--- src/dse_pkg.sv ---
`timescale 1ns / 1ps
// dse_pkg: shared types and constants for the wire edge synthesizer
// used by dse_front, dse_cmdq, dse_back and dshot_pwm_uart_edge_synth
package dse_pkg;

  localparam int TIME_BITS = 64;
  localparam int PORT_TIME_W = 64;
  localparam int KIND_W = 3;
  localparam int DATA_W = 16;
  localparam int SBIT_W = 20;
  localparam int GAP_W = 27;
  localparam int CFG_W = 27;
  localparam int CFG_IDX_W = 1;
  localparam int STEP_W = 26;
  localparam int HI_W = 13;
  localparam int IDX_W = 6;

  localparam logic [KIND_W-1:0] KIND_PWM = 3'd0;
  localparam logic [KIND_W-1:0] KIND_D150 = 3'd1;
  localparam logic [KIND_W-1:0] KIND_D300 = 3'd2;
  localparam logic [KIND_W-1:0] KIND_D600 = 3'd3;
  localparam logic [KIND_W-1:0] KIND_SERIAL = 3'd4;

  localparam logic [CFG_IDX_W-1:0] REG_SERIAL_BIT = 1'd0;
  localparam logic [CFG_IDX_W-1:0] REG_GAP = 1'd1;

  localparam logic [SBIT_W-1:0] SERIAL_BIT_RESET = 20'd52083;
  localparam logic [GAP_W-1:0] GAP_RESET = 27'd1000000;

  localparam int US_TO_NS = 1000;
  localparam int BIT150 = 6667;
  localparam int BIT300 = 3333;
  localparam int BIT600 = 1667;
  localparam int HI1_150 = (BIT150 * 3) / 4;
  localparam int HI0_150 = (BIT150 * 3) / 8;
  localparam int HI1_300 = (BIT300 * 3) / 4;
  localparam int HI0_300 = (BIT300 * 3) / 8;
  localparam int HI1_600 = (BIT600 * 3) / 4;
  localparam int HI0_600 = (BIT600 * 3) / 8;

  localparam logic [IDX_W-1:0] DSHOT_LAST = 6'd32;
  localparam logic [IDX_W-1:0] SERIAL_LAST = 6'd9;

  typedef enum logic [1:0] {
    CK_PWM,
    CK_DSHOT,
    CK_SERIAL
  } cmd_kind_t;

  typedef enum logic [1:0] {
    BS_IDLE,
    BS_GAP_ADD,
    BS_GAP_MAX,
    BS_EDGE
  } back_state_t;

  typedef struct packed {
    cmd_kind_t             kc;
    logic [DATA_W-1:0]     data;
    logic                  idle;
    logic                  gap;
    logic [TIME_BITS-1:0]  now;
    logic [STEP_W-1:0]     step;
    logic [HI_W-1:0]       hi1;
    logic [HI_W-1:0]       hi0;
  } cmd_t;

  typedef struct packed {
    logic [TIME_BITS-1:0] t;
    logic                 level;
    logic                 last;
  } result_t;

  typedef struct packed {
    logic full;
    logic empty;
  } q_status_t;

  typedef struct packed {
    logic idle;
    logic busy_edge;
  } back_status_t;

endpackage

--- src/dse_front.sv ---
`timescale 1ns / 1ps
// dse_front: decodes one input item into a command for the back end
// depends on dse_pkg
module dse_front (
  input  logic [dse_pkg::KIND_W-1:0]      kind,
  input  logic [dse_pkg::DATA_W-1:0]      data_value,
  input  logic                            idle_high,
  input  logic                            insert_gap,
  input  logic [dse_pkg::PORT_TIME_W-1:0] now_time,
  input  logic [dse_pkg::SBIT_W-1:0]      serial_bit_time,
  output dse_pkg::cmd_t                   cmd,
  output logic                            cmd_valid
);
  import dse_pkg::*;

  logic [STEP_W-1:0] pwm_ns;

  assign pwm_ns = STEP_W'(data_value) * STEP_W'(US_TO_NS);

  always_comb begin
    cmd = '0;
    cmd.kc = CK_PWM;
    cmd.data = data_value;
    cmd.idle = idle_high;
    cmd.gap = insert_gap;
    cmd.now = now_time[TIME_BITS-1:0];
    cmd_valid = 1'b1;
    case (kind)
      KIND_PWM: begin
        cmd.kc = CK_PWM;
        cmd.step = pwm_ns;
      end
      KIND_D150: begin
        cmd.kc = CK_DSHOT;
        cmd.step = STEP_W'(BIT150);
        cmd.hi1 = HI_W'(HI1_150);
        cmd.hi0 = HI_W'(HI0_150);
      end
      KIND_D300: begin
        cmd.kc = CK_DSHOT;
        cmd.step = STEP_W'(BIT300);
        cmd.hi1 = HI_W'(HI1_300);
        cmd.hi0 = HI_W'(HI0_300);
      end
      KIND_D600: begin
        cmd.kc = CK_DSHOT;
        cmd.step = STEP_W'(BIT600);
        cmd.hi1 = HI_W'(HI1_600);
        cmd.hi0 = HI_W'(HI0_600);
      end
      KIND_SERIAL: begin
        cmd.kc = CK_SERIAL;
        cmd.step = STEP_W'(serial_bit_time);
      end
      default: begin
        cmd_valid = 1'b0;
      end
    endcase
  end

endmodule

--- src/dse_cmdq.sv ---
`timescale 1ns / 1ps
// dse_cmdq: two-entry command queue between front and back end
// depends on dse_pkg
module dse_cmdq (
  input  logic                 clk,
  input  logic                 rst,
  input  logic                 wr_en,
  input  dse_pkg::cmd_t        wr_cmd,
  input  logic                 rd_en,
  output dse_pkg::cmd_t        head,
  output dse_pkg::q_status_t   status
);
  import dse_pkg::*;

  cmd_t       q [2];
  logic       wp;
  logic       rp;
  logic [1:0] cnt;
  logic       do_wr;
  logic       do_rd;

  assign status.full = (cnt == 2'd2);
  assign status.empty = (cnt == 2'd0);
  assign do_wr = wr_en && !status.full;
  assign do_rd = rd_en && !status.empty;
  assign head = q[rp];

  always_ff @(posedge clk) begin
    if (rst) begin
      wp <= 1'b0;
      rp <= 1'b0;
      cnt <= 2'd0;
    end else begin
      if (do_wr) wp <= ~wp;
      if (do_rd) rp <= ~rp;
      case ({do_wr, do_rd})
        2'b10: cnt <= cnt + 2'd1;
        2'b01: cnt <= cnt - 2'd1;
        default: cnt <= cnt;
      endcase
    end
  end

  always_ff @(posedge clk) begin
    if (do_wr) q[wp] <= wr_cmd;
  end

endmodule

--- src/dse_back.sv ---
`timescale 1ns / 1ps
// dse_back: edge sequencer and two-entry result queue
// depends on dse_pkg
module dse_back (
  input  logic                       clk,
  input  logic                       rst,
  input  dse_pkg::cmd_t              head,
  input  dse_pkg::q_status_t         cq_status,
  output logic                       cmd_pop,
  input  logic [dse_pkg::GAP_W-1:0]  gap_time,
  input  logic                       res_pop,
  output dse_pkg::result_t           res,
  output logic                       res_empty,
  output dse_pkg::back_status_t      status
);
  import dse_pkg::*;

  back_state_t          state;
  back_state_t          state_next;
  cmd_t                 cur;
  logic [TIME_BITS-1:0] t;
  logic [TIME_BITS-1:0] t_next;
  logic [TIME_BITS-1:0] wend;
  logic [IDX_W-1:0]     idx;

  logic                 lvl;
  logic                 last;
  logic                 adv;
  logic [HI_W-1:0]      off;
  logic [3:0]           dsel;
  logic [3:0]           ssel;
  logic                 dbit;
  logic [TIME_BITS-1:0] start;
  result_t              edge_res;
  logic                 emit;

  result_t              oq [2];
  logic                 owp;
  logic                 orp;
  logic [1:0]           ocnt;
  logic                 oq_full;
  logic                 do_pop;

  assign oq_full = (ocnt == 2'd2);
  assign res_empty = (ocnt == 2'd0);
  assign res = oq[orp];
  assign do_pop = res_pop && !res_empty;

  assign start = (wend > head.now) ? wend : head.now;
  assign dsel = ~idx[4:1];
  assign ssel = idx[3:0] - 4'd1;
  assign dbit = cur.data[dsel];

  // edge level, offset and time step per command kind
  always_comb begin
    lvl = 1'b0;
    last = 1'b0;
    adv = 1'b0;
    off = '0;
    case (cur.kc)
      CK_PWM: begin
        last = (idx != '0);
        lvl = last ? cur.idle : 1'b1;
        adv = !last;
      end
      CK_DSHOT: begin
        last = (idx == DSHOT_LAST);
        lvl = last ? cur.idle : !idx[0];
        adv = idx[0] && !last;
        off = adv ? (dbit ? cur.hi1 : cur.hi0) : '0;
      end
      CK_SERIAL: begin
        last = (idx == SERIAL_LAST);
        adv = 1'b1;
        if (idx == '0) lvl = 1'b0;
        else if (last) lvl = 1'b1;
        else lvl = cur.data[ssel[2:0]];
      end
      default: begin
        last = 1'b1;
      end
    endcase
  end

  assign edge_res.t = t + TIME_BITS'(off);
  assign edge_res.level = lvl;
  assign edge_res.last = last;
  assign t_next = adv ? (t + TIME_BITS'(cur.step)) : t;

  always_comb begin
    state_next = state;
    cmd_pop = 1'b0;
    emit = 1'b0;
    case (state)
      BS_IDLE: begin
        if (!cq_status.empty) begin
          cmd_pop = 1'b1;
          state_next = (head.kc == CK_SERIAL && head.gap) ? BS_GAP_ADD : BS_EDGE;
        end
      end
      BS_GAP_ADD: state_next = BS_GAP_MAX;
      BS_GAP_MAX: state_next = BS_EDGE;
      BS_EDGE: begin
        emit = !oq_full;
        if (emit && last) state_next = BS_IDLE;
      end
      default: state_next = BS_IDLE;
    endcase
  end

  assign status.idle = (state == BS_IDLE);
  assign status.busy_edge = (state == BS_EDGE);

  always_ff @(posedge clk) begin
    if (rst) begin
      state <= BS_IDLE;
      wend <= '0;
    end else begin
      state <= state_next;
      if (emit && last) wend <= t_next;
    end
  end

  always_ff @(posedge clk) begin
    case (state)
      BS_IDLE: begin
        if (cmd_pop) begin
          cur <= head;
          t <= start;
          idx <= '0;
        end
      end
      BS_GAP_ADD: t <= t + TIME_BITS'(gap_time);
      BS_GAP_MAX: t <= (t > cur.now) ? t : cur.now;
      BS_EDGE: begin
        if (emit) begin
          t <= t_next;
          idx <= idx + IDX_W'(1);
        end
      end
      default: t <= t;
    endcase
  end

  // result queue
  always_ff @(posedge clk) begin
    if (rst) begin
      owp <= 1'b0;
      orp <= 1'b0;
      ocnt <= 2'd0;
    end else begin
      if (emit) owp <= ~owp;
      if (do_pop) orp <= ~orp;
      case ({emit, do_pop})
        2'b10: ocnt <= ocnt + 2'd1;
        2'b01: ocnt <= ocnt - 2'd1;
        default: ocnt <= ocnt;
      endcase
    end
  end

  always_ff @(posedge clk) begin
    if (emit) oq[owp] <= edge_res;
  end

endmodule

--- src/dshot_pwm_uart_edge_synth.sv ---
`timescale 1ns / 1ps
// dshot_pwm_uart_edge_synth: top level of the wire edge synthesizer
// depends on dse_pkg, dse_front, dse_cmdq, dse_back
//
// input side is a queue: a transaction happens when push is high and full
// is low. each item is a pwm pulse, a dshot150/300/600 frame or one 8n1
// serial byte, with the current time and the idle level. unused kinds are
// taken and produce nothing.
// result side is a queue: the oldest edge sits on edge_time_ns, edge_level
// and last_edge while empty is low; pop takes it.
// items are decoded and parked in a two-entry command queue; the edge
// sequencer pulls one command at a time and writes one edge per cycle into
// a two-entry result queue while that queue has room. a pushed item is
// registered, taken by the sequencer when idle and, for a serial byte
// with a gap, led through the gap add and gap max states. when pop is
// held low the result queue fills, the sequencer waits, then the command
// queue fills and full goes high. registers are written through write_en,
// reg_index and write_data; the user must write them only while the block
// is idle; the block does not enforce it. synchronous reset empties both
// queues, zeroes the stored waveform end and loads register defaults.
module dshot_pwm_uart_edge_synth (
  input  logic                            clk,
  input  logic                            rst,
  input  logic                            push,
  output logic                            full,
  input  logic [dse_pkg::KIND_W-1:0]      kind,
  input  logic [dse_pkg::DATA_W-1:0]      data_value,
  input  logic                            idle_high,
  input  logic                            insert_gap,
  input  logic [dse_pkg::PORT_TIME_W-1:0] now_time,
  output logic                            empty,
  input  logic                            pop,
  output logic [dse_pkg::PORT_TIME_W-1:0] edge_time_ns,
  output logic                            edge_level,
  output logic                            last_edge,
  input  logic                            write_en,
  input  logic [dse_pkg::CFG_IDX_W-1:0]   reg_index,
  input  logic [dse_pkg::CFG_W-1:0]       write_data
);
  import dse_pkg::*;

  logic [SBIT_W-1:0] serial_bit_time;
  logic [GAP_W-1:0]  gap_time;
  cmd_t              fr_cmd;
  logic              fr_valid;
  cmd_t              cq_head;
  q_status_t         cq_status;
  logic              cq_pop;
  result_t           res;
  back_status_t      bk_status;

  always_ff @(posedge clk) begin
    if (rst) begin
      serial_bit_time <= SERIAL_BIT_RESET;
      gap_time <= GAP_RESET;
    end else if (write_en) begin
      case (reg_index)
        REG_SERIAL_BIT: serial_bit_time <= write_data[SBIT_W-1:0];
        REG_GAP: gap_time <= write_data[GAP_W-1:0];
        default: gap_time <= gap_time;
      endcase
    end
  end

  dse_front u_front (
    .kind            (kind),
    .data_value      (data_value),
    .idle_high       (idle_high),
    .insert_gap      (insert_gap),
    .now_time        (now_time),
    .serial_bit_time (serial_bit_time),
    .cmd             (fr_cmd),
    .cmd_valid       (fr_valid)
  );

  dse_cmdq u_cmdq (
    .clk    (clk),
    .rst    (rst),
    .wr_en  (push && fr_valid),
    .wr_cmd (fr_cmd),
    .rd_en  (cq_pop),
    .head   (cq_head),
    .status (cq_status)
  );

  dse_back u_back (
    .clk       (clk),
    .rst       (rst),
    .head      (cq_head),
    .cq_status (cq_status),
    .cmd_pop   (cq_pop),
    .gap_time  (gap_time),
    .res_pop   (pop),
    .res       (res),
    .res_empty (empty),
    .status    (bk_status)
  );

  assign full = cq_status.full;
  assign edge_time_ns = PORT_TIME_W'(res.t);
  assign edge_level = res.level;
  assign last_edge = res.last;

  a_reset_empty: assert property (@(posedge clk) rst |=> (empty && !full))
    else $error("queues not empty after reset");

  a_back_takes_cmd: assert property (@(posedge clk) disable iff (rst)
    (!cq_status.empty && bk_status.idle) |=> !bk_status.idle)
    else $error("sequencer ignored a waiting command");

  a_full_after_push: assert property (@(posedge clk) disable iff (rst)
    $rose(full) |-> $past(push))
    else $error("command queue filled without a transaction");

  a_idle_no_pop: assert property (@(posedge clk) disable iff (rst)
    bk_status.busy_edge |-> !cq_pop)
    else $error("command taken while edges still pending");

endmodule
--- config.mk ---
export PLATFORM = sky130hd
export DESIGN_NAME = dshot_pwm_uart_edge_synth
export DESIGN_NICKNAME = d
export VERILOG_FILES = /design/src/dse_pkg.sv /design/src/dse_front.sv /design/src/dse_cmdq.sv /design/src/dse_back.sv /design/src/dshot_pwm_uart_edge_synth.sv
export SDC_FILE = /design/constraint.sdc
export NUM_CORES = 2
export LEC_CHECK = 0
export ABC_AREA = 1
export BUFFER_PORTS_ARGS = -buffer_cell sky130_fd_sc_hd__buf_2
export CORE_UTILIZATION = 35
export CTS_CLUSTER_DIAMETER = 80
export DETAILED_ROUTE_END_ITERATION = 8
export PLACE_DENSITY_LB_ADDON = 0.15
export SYNTH_ARGS = -nofsm -noshare
export SYNTH_HDL_FRONTEND = slang
export SYNTH_SLANG_ARGS = --single-unit
--- constraint.sdc ---
create_clock -name clk -period 6.5 [get_ports clk]
set_input_delay 0.65 -clock clk [delete_from_list [all_inputs] [get_ports clk]]
set_output_delay 0.65 -clock clk [all_outputs]
set_load 0.05 [all_outputs]
**Word level (Yosys, flattened, before mapping)**

Memories as Yosys holds them, arrays and structs flattened. A register that Yosys moved wholly into a read port is not among the register bits.
Cells that the tools add are included.

- Register bits after elaboration: 326
- Latch bits: 0
- Memory bits (writable): 404
- ROM bits: 0
- Input bits: 118
- Output and inout bits: 68
- Word-level logic and storage cells: 141
- Memories kept: 2

Memories:

| memory | depth | width | read ports | clocked after memory_dff | write ports | RTL line | text |
|---|---|---|---|---|---|---|---|
| u_cmdq.q | 2 | 136 | 1 | 1 | 1 | dse_cmdq.sv:15 | `cmd_t q [2];` |
| u_back.oq | 2 | 66 | 1 | 1 | 1 | dse_back.sv:37 | `result_t oq [2];` |

- Add/sub/neg operators: 9
- Multiply operators: 1
- Div/mod/pow operators: 0
- Magnitude comparators: 4
- Equal/unequal tests: 23
- Shift-type cells: 0
- Mux-type cells: 44
- Bitwise operators: 6
- Reductions and logical operators: 33

Operator list:

| kind | number |
|---|---|
| $mux 64 | 5 |
| $pmux 64 s4 | 1 |
| $pmux 26 s5 | 1 |
| $gt 64x64->1 | 2 |
| $pmux 26 s3 | 1 |
| $add 64x13->64 | 1 |
| $add 64x26->64 | 1 |
| $add 64x27->64 | 1 |
| $mux 13 | 3 |
| $mul 16x7->23 const B | 1 |
| $mux 1 | 18 |
| $eq 2x2->1 const B | 8 |
| $mux 6 | 2 |
| $pmux 2 s2 | 3 |
| $pmux 6 s2 | 1 |
| $pmux 1 s3 | 3 |
| $eq 2x1->1 const B | 4 |
| $logic_and 1x1->1 | 8 |
| $logic_not 2->1 | 4 |
| $pmux 2 s4 | 1 |
| $reduce_and 2->1 | 4 |
| $logic_not 1->1 | 7 |
| $add 6x1->6 const B | 1 |
| $eq 3x2->1 const B | 2 |
| 23 further kinds | 37 |

**Depth between registers and ports, before layout**

- Depth after elaboration: 7
- Depth in mapped cells: 24
- Gate-level depth less buffers: 23

**By module**

A second synthesis with hierarchy kept.

- Cells, all modules: 5167
- Area, all modules: 45352.2 µm²

Modules (own cells, without submodules):

| module | times used | cells each | area an instance (µm²) | seq. area each (µm²) |
|---|---|---|---|---|
| dse_back | 1 | 3870 | 29196.8 | 11541.1 |
| dse_cmdq | 1 | 463 | 10207.3 | 8267.9 |
| dse_front | 1 | 603 | 4192.8 | 0.0 |
| dshot_pwm_uart_edge_synth | 1 | 231 | 1755.4 | 940.9 |

**Least setup slack after synthesis**

No wires, ideal clock.

- Path type: input -> register
- Start point: in kind[1] (netlist name)
- End point: mem u_cmdq.q[1][100] (netlist name) (enable)
- Setup time: 0.593 ns
- Arrival: 6.025 ns
- Data required time: 5.907 ns
- Slack: -0.118 ns
- Cell stages on the path: 5
- Path buffers: 0
- Cell sequence: nor2_1 > nor2_1 > nor3_1 > inv_1 > nor2_1

- Longest elaborated chain between the ends: 7
- Elaborated cells on any way between the ends: 11
- Those cells by class: eq/ne: 4; mux: 3; reduce/logical: 4

RTL lines:

| what | RTL line | text |
|---|---|---|
| from (decl) | dshot_pwm_uart_edge_synth.sv:26 | `input logic [dse_pkg::KIND_W-1:0] kind,` |
| $eq 3x1->1 (tied with other cells) | dse_front.sv:28 | `case (kind)` |
| $reduce_or 5->1 (no line) * | -- |  |
| $mux 1 * | dse_front.sv:28 |  |
| $logic_and 1x1->1 * | dshot_pwm_uart_edge_synth.sv:79 | `.wr_en (push && fr_valid),` |
| $logic_and 1x1->1 * | dse_cmdq.sv:24 | `assign do_wr = wr_en && !status.full;` |
| $mux 1 * | dse_cmdq.sv:45 | `if (do_wr) q[wp] <= wr_cmd;` |
| $mux 1 (not written as such) * | dse_cmdq.sv:45 |  |
| to (decl) | dse_cmdq.sv:15 |  |

Mark *: on every way between the ends. The rest lies on a longest branch, timed or not.

==> run metrics <==
status finished clean; EDFF count, synth 549; die width between 300 and 400 um; GP Congestion roughly 0.99; Worst-path clk slew 0.06 ns; post-placement cell area approximately 0.044 mm^2; initial drt markers 3,532; Pwr Total 22.9 mW; final setup violating endpoints 0; crit path launch type register; CTS Hold Bufs 0; layout cells sized above 1 10.2%; Max VDD drop 242 uV; syn nets 5,454; largest net degree at the start of global routing 117; Num CTS Buffers 79; Sequential Power Share 31.8%; Distinct cells, synth 62; Critical Path End Type register; sequential fraction of the synthesis area 45.4%; PwrDens 489 mW/mm^2; initial antenna violation count 8; final WL ~150 mm; first-pass iteration count of the detailed router 8; DRC viols 0; Root Buffer clkbuf_16; share of async-settable or async-resettable flops after synthesis 0%; NumNets Final 5,613; Met3 Routed Length 11.1 mm; Sw Pwr around 11 mW; worst min path class in2reg; CTS tree yes; Avg Vias per Cell 5.13; footprint of the multi-input gates 0.0195 mm^2; # clock sinks about 670; most common cell after layout, fill and taps aside nand2_1; Starting Density approximately 35%; Avg Cell Area, Syn between 8 and 9 um^2; Skew-Pair Late Insertion Delay around 0.67 ns; Seq cells post-synth 672; total track usage 24.8%; Syn Std Cell Area 0.0417 mm^2; final worst-path cycle share 78.5%; CTS HTree Levels 3; ys flop type edfxtp_1; DRT antenna net count 0; fin util roughly two fifths; area delta synth->final 12.1%; cells after synthesis 5,023; combinational share of power around half; Design Area, Final 0.0468 mm^2; Synth Warn # 0; vias in the first global route 32,600; Post-DP HPWL 118 mm; Pleak 20.9 nW; Sw Share roughly half; Clock Path Buffers 3; top-level port count 186; Top Layer Used met5; commonest cells after routing, fill and taps aside nand2_1, inv_1, edfxtp_1; Fill cells 12,000; fin crit period 5.10 ns; Max-slew headroom between 10% and 20%; setup_tns 0 ns; Critical Path RT 6.86 ns; Final Hold Violating Endpoints 0; worst path arrival time between 5 and 6 ns; RSZ-0062 raised after global routing false; worst-path fanout max 11; Max-Cap Viols 0; Core Footprint 0.118 mm^2; area of the die between 0.1 and 0.15 mm^2; cts repair resizes 0; routed vias ~35,000; achievable clock frequency around 0.20 GHz; M1 wire length roughly 76 mm; met2 WL around 61 mm; first-pass GRT wire length 221 mm; internal power 11.8 mW; max-slew violations 0; clock network fraction of total power between 10% and 20%; setup skew after layout 0.0348 ns; FF/Latch Area ~0.019 mm^2; Slew @ Worst Pin 1.30 ns; per-cell routed wire length 22.4 um; Vert. Die Dim 347 um; Setup Buffers After CTS 0; GRT overflow 0; WS Path Type reg2reg; IO Port Bufs roughly 190; Std-Cell Rows 126
## synth_stat cells (3+ instances only)
master	number	area, um^2
edfxtp_1	549	16500
nor3_1	46	230
o221ai_1	3	26.3
dfxtp_1	123	2460
mux2_2	66	743
o21bai_1	8	60.1
nor4_1	12	75.1
a31oi_1	9	56.3
ha_1	256	3200
a21o_1	3	22.5
xnor2_1	30	263
o211ai_1	33	248
nor2_1	367	1380
nand3_2	3	30.0
buf_4	6	45.0
nor2_4	5	56.3
clkbuf_1	96	360
buf_2	23	115
o22ai_1	3	18.8
o31ai_1	4	30.0
o21ai_1	6	30.0
o21ai_2	4	35.0
nand2_2	6	37.5
xor2_1	62	543
inv_1	697	2620
a211oi_1	4	30.0
and2_1	3	18.8
fa_1	57	1140
clkinv_1	3	11.3
nor2_2	8	50.1
nor3_2	4	40.0
nand3_1	389	1950
o21a_1	10	75.1
a21oi_1	230	1150
buf_1	17	63.8
or2_2	71	444
o21ai_0	287	1440
nand3b_1	37	278
nand2_1	1388	5210
inv_2	9	33.8
nand4_1	59	369
## cells by family (layout without fill, tap and decap cells)
family	Yosys count	in the layout	synth area share, %
buf+inv	857	1076	7.91
xor+xnor	92	92	1.93
mux	66	66	1.78
simple gates	2406	2406	24.6
compound gates	617	617	8.01
flops	672	672	45.4
other cells	0	1	0
fa+ha+maj	313	313	10.4
## routing by layer
metal	vias to the layer above	GRT usage [%]
met4	10	5.94
met3	153	3.64
met1	16500	38.8
met2	1170	35.3
met5	-	0
li1	16900	-
## path summary, 6_finish.rpt
path                                 to  depth (start not counted)                         from  slack, ns
max          u_back.oq[0][54]$_DFFE_PP_                         21  u_back.idx[1]$_SDFFCE_PN0P_       1.40
min          u_cmdq.q[1][112]$_DFFE_PP_                          1                 now_time[60]       0.17
max reg2reg  u_back.oq[0][54]$_DFFE_PP_                         21  u_back.idx[1]$_SDFFCE_PN0P_       1.40
min reg2reg                    register                          1       u_cmdq.rp$_SDFFE_PP0P_       0.45
## layout make-up
class                   count  area share, %
diodes                      1        0.00535
repair buffers            225           2.70
multi-input cells        3494           41.8
clock inverters            39          0.706
well taps                1536           4.11
flip-flops and latches    672           40.5
clock buffers             102           4.50
inverters                 710           5.71
## registers in the layout, summed over array words and instances, names as in the netlist, 2 cells and up, named ones only
signal and flops:
u_back.ocnt 2, u_back.state 2, u_back.oq 132, serial_bit_time 20, gap_time 27, u_cmdq.cnt 2, u_back.cur 115, u_cmdq.q 232
u_back.t 64, u_back.wend 64, u_back.idx 6
## power groups by stage
stage               clock network, mW  registers, mW  logic [mW]
floorplan                           0           6.72        7.53
global placement                    0           7.31        11.1
detailed placement                  0           7.31        11.1
CTS                              4.39           7.22        11.2
global route                     4.54           7.33        12.5
finish                           4.28           7.28        11.3
## critical path, cell delays in order (launching register included)
cell	delay, ns
edfxtp_1	0.56
clkinv_1	0.34
o21ai_0	0.25
nor2_1	0.06
nor3_1	0.33
nand2_1	0.09
nand2_1	0.36
nor2_1	0.10
nor3_1	0.20
ha_1	0.20
inv_1	0.06
fa_1	0.39
nand3b_1	0.17
nand2_1	0.10
a21oi_1	0.12
o21bai_1	0.48
a21oi_1	0.21
inv_1	0.16
nand2_1	0.08
nand2_2	0.19
nand3_1	0.12
xor2_1	0.21
## per-stage QoR
step                setup slack, ns  hold WS [ns]  std cells
finish                         1.40         0.171       6779
global route                  0.941         0.147       6779
CTS                            1.50         0.127       6778
detailed placement             1.35         0.442       6637
global placement               1.32         0.430       6637
floorplan                      1.31         0.426       5023
Power figures use the tool's default switching activity.
